--- config.mk ---
export PLATFORM = sky130hd
export DESIGN_NAME = usb_endpoint_slot_allocator
export DESIGN_NICKNAME = d
export VERILOG_FILES = /design/src/rtl/usbesa_pkg.sv /design/src/rtl/usb_endpoint_slot_allocator.sv /design/src/rtl/usbesa_cell.sv
export VERILOG_INCLUDE_DIRS = /design/src /design/src/rtl
export SDC_FILE = /design/constraint.sdc
export NUM_CORES = 1
export LEC_CHECK = 0
export ABC_AREA = 1
export BUFFER_PORTS_ARGS = -buffer_cell sky130_fd_sc_hd__buf_2
export CAP_MARGIN = 20
export CORE_AREA = 2 2 144 174
export CTS_BUF_LIST = sky130_fd_sc_hd__clkbuf_8
export DETAILED_ROUTE_END_ITERATION = 7
export DIE_AREA = 0 0 146 176
export GPL_TIMING_DRIVEN = 0
export HOLD_SLACK_MARGIN = 0.1
export PLACE_DENSITY = 0.55
export SETUP_SLACK_MARGIN = 0.1
export SLEW_MARGIN = 10
export SYNTH_ARGS = -nofsm -noshare
export SYNTH_HDL_FRONTEND = slang
export SYNTH_SLANG_ARGS = --single-unit
--- constraint.sdc ---
create_clock -name clk -period 3.1 [get_ports clk]
set_clock_uncertainty 0.05 [all_clocks]
set_input_delay 0.62 -clock clk [delete_from_list [all_inputs] [get_ports clk]]
set_output_delay 0.62 -clock clk [all_outputs]
set_load 0.03 [all_outputs]
--- src/rtl/usb_endpoint_slot_allocator_defines.svh ---
// Assertion macros for the endpoint slot allocator.
`ifndef USB_ENDPOINT_SLOT_ALLOCATOR_DEFINES_SVH
`define USB_ENDPOINT_SLOT_ALLOCATOR_DEFINES_SVH
`ifndef ASSERT_OFF
`define USBESA_ASSERT(lbl, prop, msg) \
	lbl: assert property (@(posedge clk) disable iff (!arst_n) prop) else $error(msg);
`define USBESA_ASSERT_ALWAYS(lbl, prop, msg) \
	lbl: assert property (@(posedge clk) prop) else $error(msg);
`else
`define USBESA_ASSERT(lbl, prop, msg)
`define USBESA_ASSERT_ALWAYS(lbl, prop, msg)
`endif
`endif

--- src/rtl/usbesa_pkg.sv ---
`timescale 1ns / 1ps
package usbesa_pkg;
	localparam int SLOTS            = 8;
	localparam int PACKET_MEM_BYTES = 2048;
	localparam int SLOT_W           = $clog2(SLOTS);
	localparam int ADDR_W           = $clog2(PACKET_MEM_BYTES + 1);
	localparam int SUM_W            = ADDR_W + 2;
	localparam int DESC_BYTES       = 8 * SLOTS;

	localparam logic [6:0] EP0_BYTES_RESET = 7'd64;

	localparam logic [1:0] OP_ALLOC     = 2'd0;
	localparam logic [1:0] OP_BUS_RESET = 2'd1;
	localparam logic [1:0] OP_CLOSE_ALL = 2'd2;

	localparam logic [1:0] STAT_OK      = 2'd0;
	localparam logic [1:0] STAT_NO_SLOT = 2'd1;
	localparam logic [1:0] STAT_NO_MEM  = 2'd2;

	typedef enum logic {
		ST_IDLE,
		ST_SEARCH
	} state_t;

	typedef struct packed {
		logic [3:0] num;
		logic       dir_in;
		logic [1:0] kind;
		logic       mem_ok;
	} req_t;

	typedef struct packed {
		logic              valid;
		logic              hit;
		logic [SLOT_W-1:0] idx;
	} tok_t;

	typedef struct packed {
		logic clr;
		logic ep0;
	} cmd_t;

	function automatic logic [2:0] to_slot3(input logic [SLOT_W-1:0] s);
		logic [SLOT_W+2:0] wide;
		wide = {3'b000, s};
		return wide[2:0];
	endfunction

	function automatic logic [10:0] to_addr11(input logic [ADDR_W-1:0] a);
		logic [ADDR_W+10:0] wide;
		wide = {11'd0, a};
		return wide[10:0];
	endfunction
endpackage

--- src/rtl/usb_endpoint_slot_allocator.sv ---
`timescale 1ns / 1ps
// Channel     | Handshake            | Payload
// ------------+----------------------+---------------------------------------------
// request     | start, busy          | op, ep_number, ep_direction, ep_kind,
//             |                      | buffer_bytes
// result      | done (one cycle)     | slot_index, buffer_addr, status
// config      | cfg_wr_en            | cfg_wr_data (ep0 packet bytes)
//
// An allocate transfer walks the slot cells one per cycle through a launch
// register and each cell's register; busy stays high until the result strobes.
// Bus reset, close-all and the unused op strobe their result in the next cycle
// and a new transfer can be accepted every cycle.
// Reset leaves every slot unused and the pointer just past the descriptor table.
// The receiver cannot stall; results are never held back.
`include "usb_endpoint_slot_allocator_defines.svh"
module usb_endpoint_slot_allocator import usbesa_pkg::*; (
	input  logic        clk,
	input  logic        arst_n,
	input  logic        start,
	output logic        busy,
	input  logic [1:0]  op,
	input  logic [3:0]  ep_number,
	input  logic        ep_direction,
	input  logic [1:0]  ep_kind,
	input  logic [10:0] buffer_bytes,
	input  logic        cfg_wr_en,
	input  logic [6:0]  cfg_wr_data,
	output logic        done,
	output logic [2:0]  slot_index,
	output logic [10:0] buffer_addr,
	output logic [1:0]  status
);
	state_t            state_q;
	state_t            state_d;
	logic [6:0]        ep0_bytes_q;
	logic [ADDR_W-1:0] ptr_q;
	logic [ADDR_W-1:0] nxt_ptr_q;
	req_t              req_q;
	logic              launch_q;
	logic              done_q;
	logic [2:0]        slot_q;
	logic [10:0]       addr_q;
	logic [1:0]        status_q;

	logic              accept;
	logic [SUM_W-1:0]  sum;
	logic [ADDR_W-1:0] base;
	tok_t              chain [SLOTS+1];
	tok_t              tail;
	cmd_t              cmds [SLOTS];

	assign accept = start && !busy;
	assign sum    = SUM_W'(ptr_q) + SUM_W'(buffer_bytes);
	assign base   = ADDR_W'(DESC_BYTES) + ADDR_W'({ep0_bytes_q, 1'b0});
	assign tail   = chain[SLOTS];

	assign chain[0] = '{valid: launch_q, hit: 1'b0, idx: '0};

	always_comb begin
		for (int i = 0; i < SLOTS; i++) begin
			cmds[i].clr = accept && ((op == OP_BUS_RESET) || ((op == OP_CLOSE_ALL) && (i != 0)));
			cmds[i].ep0 = accept && (op == OP_BUS_RESET) && (i == 0);
		end
	end

	for (genvar g = 0; g < SLOTS; g++) begin : g_cell
		usbesa_cell u_cell (
			.clk     (clk),
			.arst_n  (arst_n),
			.req     (req_q),
			.cmd     (cmds[g]),
			.tok_in  (chain[g]),
			.tok_out (chain[g+1])
		);
	end

	always_comb begin
		state_d = state_q;
		case (state_q)
			ST_IDLE: begin
				if (accept && (op == OP_ALLOC)) begin
					state_d = ST_SEARCH;
				end
			end
			ST_SEARCH: begin
				if (tail.valid) begin
					state_d = ST_IDLE;
				end
			end
			default: state_d = ST_IDLE;
		endcase
	end

	always_comb begin
		busy = (state_q != ST_IDLE);
	end

	always_ff @(posedge clk or negedge arst_n) begin
		if (!arst_n) begin
			state_q     <= ST_IDLE;
			ep0_bytes_q <= EP0_BYTES_RESET;
			ptr_q       <= ADDR_W'(DESC_BYTES);
			launch_q    <= 1'b0;
			done_q      <= 1'b0;
		end else begin
			state_q  <= state_d;
			launch_q <= accept && (op == OP_ALLOC);
			done_q   <= (accept && (op != OP_ALLOC)) || tail.valid;
			if (cfg_wr_en) begin
				ep0_bytes_q <= cfg_wr_data;
			end
			if (accept && ((op == OP_BUS_RESET) || (op == OP_CLOSE_ALL))) begin
				ptr_q <= base;
			end else if (tail.valid && tail.hit && req_q.mem_ok) begin
				ptr_q <= nxt_ptr_q;
			end
		end
	end

	always_ff @(posedge clk) begin
		if (accept && (op == OP_ALLOC)) begin
			req_q.num    <= ep_number;
			req_q.dir_in <= ep_direction;
			req_q.kind   <= ep_kind;
			req_q.mem_ok <= (sum <= SUM_W'(PACKET_MEM_BYTES));
			nxt_ptr_q    <= sum[ADDR_W-1:0];
		end
		if (accept && (op != OP_ALLOC)) begin
			slot_q   <= 3'd0;
			status_q <= STAT_OK;
			case (op)
				OP_BUS_RESET, OP_CLOSE_ALL: addr_q <= to_addr11(base);
				default:                    addr_q <= 11'd0;
			endcase
		end else if (tail.valid) begin
			if (!tail.hit) begin
				slot_q   <= 3'd0;
				addr_q   <= 11'd0;
				status_q <= STAT_NO_SLOT;
			end else if (!req_q.mem_ok) begin
				slot_q   <= 3'd0;
				addr_q   <= 11'd0;
				status_q <= STAT_NO_MEM;
			end else begin
				slot_q   <= to_slot3(tail.idx);
				addr_q   <= to_addr11(ptr_q);
				status_q <= STAT_OK;
			end
		end
	end

	assign done        = done_q;
	assign slot_index  = slot_q;
	assign buffer_addr = addr_q;
	assign status      = status_q;

	`USBESA_ASSERT(a_tail_done, tail.valid |=> (done && !busy), "search end gave no result")
	`USBESA_ASSERT(a_alloc_busy, (start && !busy && (op == OP_ALLOC)) |=> busy, "allocate did not start a search")
	`USBESA_ASSERT(a_cmd_done, (start && !busy && (op != OP_ALLOC)) |=> done, "command gave no result")
	`USBESA_ASSERT(a_tail_search, tail.valid |-> (state_q == ST_SEARCH), "token left the chain outside a search")
	`USBESA_ASSERT_ALWAYS(a_fail_zero, (done && (status != STAT_OK)) |-> ((slot_index == 3'd0) && (buffer_addr == 11'd0)), "failed transfer carries a slot or address")
endmodule

--- src/rtl/usbesa_cell.sv ---
`timescale 1ns / 1ps
module usbesa_cell import usbesa_pkg::*; (
	input  logic clk,
	input  logic arst_n,
	input  req_t req,
	input  cmd_t cmd,
	input  tok_t tok_in,
	output tok_t tok_out
);
	logic       used_q;
	logic [3:0] num_q;
	logic [1:0] kind_q;
	logic       out_q;
	logic       in_q;
	tok_t       tok_q;

	logic taken;
	logic same;
	logic hold;
	logic claim;
	logic live;

	always_comb begin
		taken = req.dir_in ? in_q : out_q;
		same  = used_q && (num_q == req.num) && (kind_q == req.kind);
		hold  = taken && same;
		claim = !taken && (!used_q || same);
		live  = tok_in.valid && !tok_in.hit;
	end

	always_ff @(posedge clk or negedge arst_n) begin
		if (!arst_n) begin
			used_q <= 1'b0;
			num_q  <= '0;
			kind_q <= '0;
			out_q  <= 1'b0;
			in_q   <= 1'b0;
		end else if (cmd.ep0) begin
			used_q <= 1'b1;
			num_q  <= '0;
			kind_q <= '0;
			out_q  <= 1'b1;
			in_q   <= 1'b1;
		end else if (cmd.clr) begin
			used_q <= 1'b0;
			num_q  <= '0;
			kind_q <= '0;
			out_q  <= 1'b0;
			in_q   <= 1'b0;
		end else if (live && claim && req.mem_ok) begin
			used_q <= 1'b1;
			num_q  <= req.num;
			kind_q <= req.kind;
			if (req.dir_in) begin
				in_q <= 1'b1;
			end else begin
				out_q <= 1'b1;
			end
		end
	end

	always_ff @(posedge clk or negedge arst_n) begin
		if (!arst_n) begin
			tok_q <= '0;
		end else begin
			tok_q.valid <= tok_in.valid;
			tok_q.hit   <= tok_in.hit || (live && (hold || claim));
			if (tok_in.hit || hold || claim) begin
				tok_q.idx <= tok_in.idx;
			end else begin
				tok_q.idx <= tok_in.idx + SLOT_W'(1);
			end
		end
	end

	assign tok_out = tok_q;
endmodule

==> metrics.cfg <==
[clocking]
clkLatencyLatePin_ns = 0.45
cts_buffer_depth = 2
cts.sinks = 167
clockRootBuffer = clkbuf_8
cts_buffers = 17
cts_tree = done
path_clk_slew_ns = 0.09
ctsHtreeMaxLevel = 4

[placed_design]
gp_congestion = 0.838
numPlacedInstances = 1299
dp_hpwl_mm = 14.2
port_buffers = 47

[run]
cap_violations = 0

[worst_setup_path]
cpMostUsedCell = nor2_1
cp_slowest_stage_delay_ns = 0.50
slowest_stage = fa_1
startpoint_type = register
cp_cell_sequence = ha_1 > fa_1 > or2_2 > nor2_1 > nand3_1 > nor2_1 > nand2_1 > nor2_1 > nand3_1 > nand2_1
critPathMaxFanout = 4
critPathCaptureType = register
path_class = register to register
required_ns = 3.36
crit_arrival_ns = 2.58

[floorplanning]
io_pins = 49
die_width_um = 146
num_rows = 62
core_um2 = 23900
die_h_um = 176
initial_utilization_pct = 34.8
dieArea_um2 = 25700

[grt]
grt_pass1_vias = 6066
antenna_found_initial = 0
grt_max_degree = 83
grt_usage_pct = 16.0
grt_pass1_wl_mm = 32.2
grt_overflow = 0

[timing]
setup-tns-final_ns = 0
fmax_ghz = 0.430
fin_crit_sh_pct = 75.0
grt_setup_unrepaired = no
worst_slew_margin_rel_pct = 48.8
setup_violations = 0
slew_violations = 0
worstMarginPinSlew_ns = 0.767
period_needed_ns = 2.32
finalHoldViolCount = 0
hold-worst-slack_ns = 0.284

[final_layout]
utilization_pct = 39.5
layout_common_cells = nand2_1 (229), dfrtp_1 (129), inv_1 (122)
layout.nets = 1052
layout.cells.non_filler = 1332
final_common_cell = nand2_1
area_growth_pct = 13.6
layout-drive-gt1-share_pct = 17.2
diodes = 0

[routing]
vias = 6201
vias_per_cell = 4.66
ant_nets = 0
drc = 0
dr.pass1.iters = 5
wire_per_inst_um = 14.6
drtIter0Drc = 420
wl_mm = 19.4

[pwr]
clkPwrFrac_pct = 42.5
power_mw = 4.11
internal-power_mw = 3.24
netSwitchingPower_uw = 866
p_per_area_nw_per_um2 = 435
power_frac_comb_pct = 2.9
seqPwrFrac_pct = 54.6
ir_drop_mv = 0.297
p_leak_nw = 4.41
swShare_pct = 21.1

[min_path]
hold_path.class = input pin to register

[logic_synthesis]
yosys_warnings = 0
synth_top_flop_cell = dfrtp_1
ys_ff_latch = 167
synth.distinct_cells = 46
syn_avg_cell_area_um2 = 8.93
synth_edf_count = 31
async_flop_share_pct = 78.4
syn-num-nets = 984
syn_inst = 931
syn_area_um2 = 8310
yosysSeqAreaShare_pct = 51.9

[run_status]
status = finished clean

sequential cells by signal, indices dropped and copies added, names as in the netlist, 7 cells and up:
| register | flops |
|---|---|
| buffer_addr | 11 |
| ep0_bytes_q | 7 |
| g_cell.u_cell.in_q | 8 |
| g_cell.u_cell.kind_q | 16 |
| g_cell.u_cell.num_q | 32 |
| g_cell.u_cell.out_q | 8 |
| g_cell.u_cell.tok_out | 37 |
| g_cell.u_cell.used_q | 8 |
| nxt_ptr_q | 12 |
| ptr_q | 12 |
| req_q | 8 |
synth_stat cells, drive strengths merged, types with 14 or more instances:
library cell  instances  area, um2
a21oi                36        195
buf                  21        166
dfrtp               129       3230
edfxtp               31        931
ha                   21        263
inv                 123        469
nand2               246       1010
nand3                81        440
nand4                14       87.6
nor2                 57        221
nor3                 16        110
o21ai                82        497
xnor2                14        123
critical path, delay by kind of cell, from the launching register on:
family / cells / cell delay (ns)
adders and majority gates: 2 / 0.77
and+or+nand+nor: 8 / 0.96
DFF: 1 / 0.41
final cells by class:
type	count	area [um2]
clock buffers	18	248
well taps	320	400
multi-input cells	613	3340
fillers	2485	14500
repair buffers	49	279
inverters	124	473
plain buffers	27	189
clock inverters	14	193
flip-flops and latches	167	4310
cell families after synthesis:
family / count (synthesis) / share of synthesized area (%)
fa+ha+maj: 22 / 3.40
flops: 167 / 51.9
compound gates: 141 / 10.5
simple gates: 426 / 23.5
mux: 6 / 0.813
xor+xnor: 18 / 1.90
buf+inv: 151 / 7.97
through the flow:
step,setup WS [ns],cell area [um2]
finish,0.776,9440
global route,0.652,9440
global placement,-0.694,8940
detailed placement,0.383,8990
CTS,0.786,9440
floorplan,0.643,8310
power by group through the flow:
stage               registers, mW  logic, mW  clock network [mW]
floorplan                    2.29     0.0438                   0
global placement             2.29      0.115                   0
detailed placement           2.29      0.121                   0
CTS                          2.24      0.122                1.80
global route                 2.25      0.137                1.89
finish                       2.24      0.118                1.75
routing by layer:
layer / part of all wire [%] / global-route usage (%) / vias to the layer above
met5: 0 / 0 / -
met4: 1.7 / 5.18 / 0
met3: 3.1 / 2.51 / 19
li1: - / - / 3184
met1: 48 / 21.9 / 2908
met2: 47 / 26.0 / 90
what timing repair did:
action / in CTS / in global routing
hold buffers: 1 / 0
resized for setup: 0 / 0
hold endpoints to repair: 49 / 0
setup buffers: 0 / 0
path summary, 6_finish.rpt:
| check | startpoint | to | slack, ns | depth (start not counted) |
|---|---|---|---|---|
| min in group asynchronous | arst_n | g_cell[3].u_cell.in_q | 0.65 | 2 |
| min | ep_number[2] | req_q[6] | 0.28 | 1 |
| min reg2reg | g_cell[6].u_cell.tok_out[4] | g_cell[7].u_cell.tok_out[4] | 0.34 | 0 |
| max in group asynchronous | arst_n | ep0_bytes_q[6] | 1.53 | 3 |
| max | ptr_q[0] | req_q[0] | 0.78 | 10 |
| max reg2reg | ptr_q[0] | req_q[0] | 0.78 | 10 |
Note: power is estimated with default switching activity, not from simulation.
